--- config.mk ---
export PLATFORM = sky130hd
export DESIGN_NAME = bresenham_line_rasterizer_unit
export DESIGN_NICKNAME = d
export VERILOG_FILES = /design/src/sv/blr_pkg.sv /design/src/sv/bresenham_line_rasterizer_unit.sv /design/src/sv/blr_step.sv
export SDC_FILE = /design/constraint.sdc
export NUM_CORES = 1
export LEC_CHECK = 0
export BUFFER_PORTS_ARGS = -buffer_cell sky130_fd_sc_hd__buf_2
export CORE_AREA = 2 2 120 122
export DETAILED_ROUTE_END_ITERATION = 8
export DIE_AREA = 0 0 122 124
export MAX_ROUTING_LAYER = met4
export PLACE_DENSITY = 0.68
export RECOVER_POWER = 50
export SYNTH_ARGS = -nofsm -noshare
export SYNTH_HDL_FRONTEND = slang
export SYNTH_HIERARCHICAL = 1
export SYNTH_SLANG_ARGS = --single-unit
--- constraint.sdc ---
create_clock -name clk -period 12.3 [get_ports clk]
set_input_delay 0 -clock clk [delete_from_list [all_inputs] [get_ports clk]]
set_output_delay 0 -clock clk [all_outputs]
set_load 0.01 [all_outputs]
--- src/sv/blr_pkg.sv ---
package blr_pkg;

  // Display geometry
  localparam int DISPLAY_WIDTH  = 128;
  localparam int DISPLAY_HEIGHT = 64;

  // Coordinate and error-term widths
  localparam int X_W   = $clog2(DISPLAY_WIDTH);
  localparam int Y_W   = $clog2(DISPLAY_HEIGHT);
  localparam int ERR_W = ((X_W > Y_W) ? X_W : Y_W) + 2;

  // Stream payload widths, padded to whole bytes
  localparam int IN_BITS  = 2 * (X_W + Y_W);
  localparam int IN_W     = ((IN_BITS + 7) / 8) * 8;
  localparam int OUT_BITS = 2 * (X_W + Y_W);
  localparam int OUT_W    = ((OUT_BITS + 7) / 8) * 8;

  // Step direction bits
  localparam int SIGN_X = 0;
  localparam int SIGN_Y = 1;

  // Walk position and error term, passed between the sequencer and the step unit
  typedef struct packed {
    logic [X_W-1:0]          x;
    logic [Y_W-1:0]          y;
    logic signed [ERR_W-1:0] err;
  } walk_t;

  typedef struct packed {
    logic [X_W-1:0] span_x;
    logic [Y_W-1:0] span_y;
    logic [1:0]     signs;
  } line_t;

endpackage

--- src/sv/bresenham_line_rasterizer_unit.sv ---
// Bresenham line rasterizer.
// Input stream (s_*): one transaction is one line command with both
// endpoints. Output stream (m_*): the pixels of the line in walk order,
// up to two per transaction; m_tuser flags the second pixel as part of the line,
// m_tlast marks the transaction holding the end point.
// A single step unit advances the walk by one pixel per cycle while no
// result is held pending by a stalled receiver; a result is loaded once
// two pixels have been walked or the end point is reached. The longest
// line has 128 pixels and keeps s_tready low while it is walked.
// s_tready is high only while no line is being walked; the next command is
// taken as soon as the final result is loaded into the output register,
// even while that result still waits to be taken.
// When the receiver stalls with a result pending, the walk holds and no
// pixel is lost. Reset (rst, synchronous) drops any line in progress and
// any pending result and returns the block to idle.
module bresenham_line_rasterizer_unit
  import blr_pkg::*;
(
  input  logic             clk,
  input  logic             rst,
  input  logic             s_tvalid,
  output logic             s_tready,
  input  logic [IN_W-1:0]  s_tdata,  // start_x, start_y, end_x, end_y
  output logic             m_tvalid,
  input  logic             m_tready,
  output logic [OUT_W-1:0] m_tdata,  // first_x, first_y, second_x, second_y
  output logic             m_tuser,  // second_valid
  output logic             m_tlast   // last_of_line
);

  typedef enum logic [1:0] {
    ST_IDLE = 2'b01,
    ST_WALK = 2'b10
  } state_t;

  state_t         state;
  walk_t          cur;
  walk_t          step_nxt;
  line_t          line;
  logic [X_W-1:0] target_x;
  logic [Y_W-1:0] target_y;
  logic           have_first;
  logic [X_W-1:0] first_x;
  logic [Y_W-1:0] first_y;

  // Command fields
  logic [X_W-1:0] in_sx;
  logic [Y_W-1:0] in_sy;
  logic [X_W-1:0] in_ex;
  logic [Y_W-1:0] in_ey;
  line_t          in_line;
  logic           proceed;
  logic           at_end;

  assign in_sx = s_tdata[X_W-1:0];
  assign in_sy = s_tdata[X_W+Y_W-1:X_W];
  assign in_ex = s_tdata[2*X_W+Y_W-1:X_W+Y_W];
  assign in_ey = s_tdata[2*X_W+2*Y_W-1:2*X_W+Y_W];

  // Spans and directions of a new command
  always_comb begin
    in_line.span_x        = (in_ex > in_sx) ? (in_ex - in_sx) : (in_sx - in_ex);
    in_line.span_y        = (in_ey > in_sy) ? (in_ey - in_sy) : (in_sy - in_ey);
    in_line.signs[SIGN_X] = !(in_sx < in_ex);
    in_line.signs[SIGN_Y] = !(in_sy < in_ey);
  end

  // Single step unit
  blr_step u_step (
    .cur  (cur),
    .line (line),
    .nxt  (step_nxt)
  );

  assign s_tready = (state == ST_IDLE);
  assign proceed  = !m_tvalid || m_tready;
  assign at_end   = (cur.x == target_x) && (cur.y == target_y);

  // Walk sequencer and output register
  always_ff @(posedge clk) begin
    if (rst) begin
      state      <= ST_IDLE;
      have_first <= 1'b0;
      m_tvalid   <= 1'b0;
    end else begin
      if (m_tvalid && m_tready) begin
        m_tvalid <= 1'b0;
      end
      case (state)
        ST_IDLE: begin
          if (s_tvalid) begin
            cur.x      <= in_sx;
            cur.y      <= in_sy;
            cur.err    <= $signed(ERR_W'(in_line.span_x) - ERR_W'(in_line.span_y));
            target_x   <= in_ex;
            target_y   <= in_ey;
            line       <= in_line;
            have_first <= 1'b0;
            state      <= ST_WALK;
          end
        end
        ST_WALK: begin
          if (proceed) begin
            if (!have_first) begin
              first_x <= cur.x;
              first_y <= cur.y;
              if (at_end) begin
                m_tvalid <= 1'b1;
                m_tdata  <= OUT_W'({Y_W'(0), X_W'(0), cur.y, cur.x});
                m_tuser  <= 1'b0;
                m_tlast  <= 1'b1;
                state    <= ST_IDLE;
              end else begin
                have_first <= 1'b1;
                cur        <= step_nxt;
              end
            end else begin
              m_tvalid   <= 1'b1;
              m_tdata    <= OUT_W'({cur.y, cur.x, first_y, first_x});
              m_tuser    <= 1'b1;
              m_tlast    <= at_end;
              have_first <= 1'b0;
              if (at_end) begin
                state <= ST_IDLE;
              end else begin
                cur <= step_nxt;
              end
            end
          end
        end
        default: begin
          state <= ST_IDLE;
        end
      endcase
    end
  end

endmodule

--- src/sv/blr_step.sv ---
module blr_step
  import blr_pkg::*;
(
  input  walk_t cur,
  input  line_t line,
  output walk_t nxt
);

  logic signed [ERR_W:0] dbl;
  logic signed [ERR_W:0] sx;
  logic signed [ERR_W:0] sy;
  logic signed [ERR_W:0] err_sum;
  logic                  cx;
  logic                  cy;

  // Error-term compare and update, then coordinate steps
  always_comb begin
    dbl     = $signed({cur.err, 1'b0});
    sx      = $signed({{(ERR_W + 1 - X_W){1'b0}}, line.span_x});
    sy      = $signed({{(ERR_W + 1 - Y_W){1'b0}}, line.span_y});
    cx      = (dbl > -sy);
    cy      = (dbl < sx);
    err_sum = $signed({cur.err[ERR_W-1], cur.err})
              - (cx ? sy : '0) + (cy ? sx : '0);
    nxt.err = err_sum[ERR_W-1:0];
    nxt.x   = cur.x;
    nxt.y   = cur.y;
    if (cx) begin
      nxt.x = line.signs[SIGN_X] ? (cur.x - X_W'(1)) : (cur.x + X_W'(1));
    end
    if (cy) begin
      nxt.y = line.signs[SIGN_Y] ? (cur.y - Y_W'(1)) : (cur.y + Y_W'(1));
    end
  end

endmodule

# Word-level counts from Yosys, hierarchy flattened
# Cells that the tools add are included.
dict set report totals {
  reg_bits 95
  out_inout_bits 36
  word_cells 93
  in_bits 36
}
dict set report classes {
  n_bitwise 2
  eq_ne 10
  reduce_logical 16
  n_addsub 12
  n_mux 31
  n_lt_le_gt_ge 6
}
# cell n
set op_table {}
lappend op_table {{two-way mux 22 bit} 3}
lappend op_table {{two-way mux 26 bit} 2}
lappend op_table {{one-hot mux 22 bit (2 select lines)} 1}
lappend op_table {{two-way mux 7 bit} 4}
lappend op_table {{two-way mux 6 bit} 4}
lappend op_table {{subtractor 7 bit} 2}
lappend op_table {{two-way mux 1 bit} 12}
lappend op_table {{AND reduction 6 bit} 2}
lappend op_table {{subtractor 6 bit} 2}
lappend op_table {{> comparator 10 bit} 1}
lappend op_table {{less-than comparator 10 x 8 -> 1 bit} 1}
lappend op_table {{negator 6 -> 10 bit} 1}
lappend op_table {{adder 9 bit} 1}
lappend op_table {{AND reduction 3 bit} 3}
lappend op_table {{subtractor 9 x 6 -> 9 bit} 1}
lappend op_table {{inequality test 2 bit, second input constant} 4}
lappend op_table {{AND reduction 4 bit} 2}
lappend op_table {{subtractor 7 x 6 -> 8 bit} 1}
lappend op_table {{adder 7 x 1 -> 7 bit, second input constant} 1}
lappend op_table {{equality test 7 bit} 1}
lappend op_table {{> comparator 7 bit} 1}
lappend op_table {{less-than comparator 7 bit} 1}
lappend op_table {{subtractor 7 x 1 -> 7 bit, second input constant} 1}
lappend op_table {{adder 6 x 1 -> 6 bit, second input constant} 1}
lappend op_table {{other kinds (16)} 24}

# Longest topological paths before layout
dict set report depth {
  ltp_word 8
  mapped_depth 24
  mapped_depth_nobuf 23
}

# Cells and area by module
# Netlist, hierarchy kept.
# module instances cells_per_inst area_each_um2
set modules_own_cells {}
lappend modules_own_cells {bresenham_line_rasterizer_unit 1 415 5083.6}
lappend modules_own_cells {blr_step 1 212 1609.0}

# Least setup slack after synthesis
# OpenSTA, ideal clock, no wires.
dict set report synth_timing {
  path_type {reg2reg}
  from {register, netlist name line[3]}
  to {register, netlist name cur[8]}
  path_stages_with_launch 23
  setup_slack_ns 7.446
  path_buffers 1
  t_arrival_ns 4.597
  synth_period_minus_slack_ns 4.854
  cell_sequence {edfxtp_1 > inv_1 > ha_1 > nand2b_1 > nor4_1 > ha_1 > and2_4 > nor2b_1 > a311o_1 > o31a_1 > o21ai_2 > buf_6 > nor2_1 > fa_1 > inv_1 > fa_1 > a21o_1 > a21oi_1 > nor2_1 > a211oi_1 > a21oi_1 > xnor2_1 > a32o_1}
}

==> results.toml <==
[worst_setup_path]
cp-start-kind = "register"
reg2reg_from = "line[2]"
crit_fanout = 12
reg2reg_to = "cur[8]"
required_ns = 12.40
worst_ep_arrival_time_ns = 5.77
critPathKind = "reg2reg"
critPathLaunch = "line[2]"
end_kind = "register"
r2r_cells = 21
reg2reg_slack_ns = 6.63

[place]
dp.cells = 858
dp_hpwl_um = 10800
port_buffers = 59
gp_congestion = 0.893

[clock_tree]
clockBufferDepth = 2
numCtsBuffers = 9
postCtsSetupBuffers = 0
insertion_delay_ns = 0.35
post_cts_resized = 0
clk_pin_slew_ns = 0.07
tritoncts = "yes"
numClockSinks = 95
cts_root_buffer = "clkbuf_16"
htree_num_levels = 3

[power_and_ir_drop]
finalPower_uw = 1030
power.leakage_uw = 0.00317
max-vdd-ir-drop_mv = 0.0638
power_density_nw_per_um2 = 136

[finish]
fillers = 1242
syn_to_final_growth_pct = 13.2
fin_nets = 818
multiInputGateArea_um2 = 3480
register_area_um2 = 2810
layout-drive-gt1-share = 0.113
layout.cells.non_filler = 889
antenna_cells = 0

[synth]
synthAdderAreaFrac = 0.160
syn-cell-area_um2 = 6690
synth.distinct_cells = 69
synthMuxAreaShare = 0.0497
avgSynthCellArea_um2 = 10.7
ys_seq_area_frac = 0.420
yosysWarnings = 6
synthArstFlopShare = 0
synth-xor-area-share = 0.0639
synthFlopType = "edfxtp_1"
yosys_register_bits = 95
syn_inst = 627
synth_compound_area_frac = 0.130
synth_top_family_by_area = "adder cells"
synthSimpleGateAreaFrac = 0.109
synth_edf_count = 91

[timing]
fin_skew_ns = 0.00693
finalSetupTns_ns = 0
slew_viol_final = 29
setup_viol = 0
fmax_mhz = 176
timing.final.crit_share = 0.461
maxSlewHeadroom = -0.139
hold_viol_final = 0
final.min_clock_period_ns = 5.67
rsz0062_at_grt = "false"
tightest_slew_ns = 1.71

[global_route]
grt_use_met1 = 0.261
antenna_found_initial = 0
grt_first_pass_wirelength_um = 23400
grt_util_met3 = 0.0321
overflow = 0
top_usage_layer = "met2"
use_met2 = 0.348
grt_start_max_net_pins = 36
grt_pass1_vias = 4774
grt_usage = 0.207

[die]
start_util = 0.488
rows = 43
die_area_um2 = 15100
io_pins = 72
die_w_um = 122
die_y_um = 124
coreArea_um2 = 13700

[run_status]
outcome = "finished with violations"
violations = "max-capacitance violations, max-slew violations"

[routing]
drtIter0Drc = 205
vias = 4732
vias_per_cell = 5.32
ant_nets = 0
drtPass1Iterations = 5
routed_wl_um = 14200
wl_per_cell_um = 16.0
drc = 0

[hold_path]
hold_path_end = "cur[19]"
min_from = "s_tdata[4]"
hp-class = "in2reg"
holdPathStages = 3

[job]
max_cap_viol_count = 1
[worst max-delay path, cell delays in order (launching register included)]
cell      delay (ns)
edfxtp_1        0.41
inv_1           0.12
ha_1            0.20
nand2b_1        0.10
nor4_1          0.25
ha_1            0.31
and2_4          0.17
nor2b_1         0.12
a311o_1         0.33
o31a_1          0.27
o21ai_2         0.56
nor2_1          0.13
fa_1            0.54
inv_1           0.07
fa_1            0.46
a21o_1          0.20
a21oi_1         0.24
nor2_1          0.08
a211oi_1        0.34
a21oi_1         0.14
xnor2_1         0.15
a32o_1          0.21
[cell usage in the layout (no fill, tap or decap), types with 7 or more instances in the layout]
master and count:
a21o_1 13, a21oi_1 33, and2_0 7, and2_1 8, buf_2 16, clkbuf_1 44
clkbuf_16 9, dlygate4sd3_1 15, edfxtp_1 91, fa_1 13, ha_1 65, inv_1 89
mux2_2 20, mux2i_1 7, nand2_1 48, nor2_1 25, nor2b_1 9, o21ai_0 28
xnor2_1 31, xor2_1 16
[cells in the mapped netlist, types with 4 or more instances]
cell      number  area, µm²
ha_1          65        813
buf_4          7       52.6
o21ai_2        4       35.0
a211oi_1       4       30.0
nor4_1         4       25.0
dfxtp_1        4       80.1
o21bai_1       6       45.0
nor2b_1       10       62.6
o21a_1         4       30.0
edfxtp_1      91       2730
clkbuf_1       6       22.5
nand4_1        6       37.5
nand3_1        4       20.0
mux2i_1        7       70.1
nand2b_1       4       25.0
o211ai_1       5       37.5
nor2_1        26       97.6
a21oi_1       34        170
xnor2_1       31        272
nand2_1       48        180
and2_1        15       93.8
o21ai_0       28        140
mux2_2        20        225
xor2_1        16        140
fa_1          13        260
inv_1         89        334
nor3_1         4       20.0
a21o_1        13       97.6
a31oi_1        5       31.3
[registers in the layout, indices dropped and copies added (netlist names)]
register and cells:
m_tlast 1, cur 22, state 2, line 15, first_y 6, m_tvalid 1
have_first 1, first_x 7, m_tuser 1, m_tdata 26, target_y 6, target_x 7
[cell type report]
type | instances | area share
Clock buffer | 9 | 0.0297
Multi-Input combinational cell | 431 | 0.460
Timing Repair Buffer | 78 | 0.0552
Inverter | 89 | 0.0441
Sequential cell | 95 | 0.371
Clock inverter | 7 | 0.00991
Tap cell | 180 | 0.0297
[worst max path at each step]
| stage | to | slack (ns) | cells after the start |
|---|---|---|---|
| CTS | cur[8] | 6.64 | 21 |
| finish | cur[8] | 6.63 | 21 |
| global route | cur[8] | 6.29 | 21 |
| global placement | cur[8] | 6.66 | 21 |
| detailed placement | cur[8] | 6.68 | 21 |
| floorplan | cur[8] | 7.45 | 22 |
[report_power, final]
group          leakage (µW)  switching (µW)  internal (µW)  total, µW
Combinational       0.00214             195            160        355
Clock              0.000144             135            144        279
Sequential         0.000893            15.7            380        396
[stage by stage]
| stage | utilization | instance area, µm² | hold slack (ns) | setup slack [ns] |
|---|---|---|---|---|
| 6_report | 0.552 | 7570 | 0.0423 | 6.63 |
| 5_1_grt | 0.552 | 7570 | 0.0471 | 6.29 |
| 4_1_cts | 0.556 | 7630 | 0.0332 | 6.64 |
| 3_5_place_dp | 0.523 | 7180 | 0.219 | 6.68 |
| 3_3_place_gp | 0.523 | 7180 | 0.211 | 6.66 |
| 2_1_floorplan | - | 6710 | 0.0691 | 7.45 |
[logic make-up after synthesis]
family,after synthesis
other cells,1
xor+xnor,48
flops,95
fa+ha+maj,78
buf+inv,106
compound gates,128
mux,30
simple gates,141
[what timing repair did]
action / in CTS / in global routing
hold buffers: 15 / 0
setup endpoints to repair: 0 / 0
endpoints found under the hold margin: 16 / 0
[routing by layer]
metal	up-vias	share of wire
met2	104	0.48
li1	2349	-
met4	0	0.016
met1	2260	0.46
met3	19	0.039
met5	-	0
Note: power is estimated with default switching activity, not from simulation.
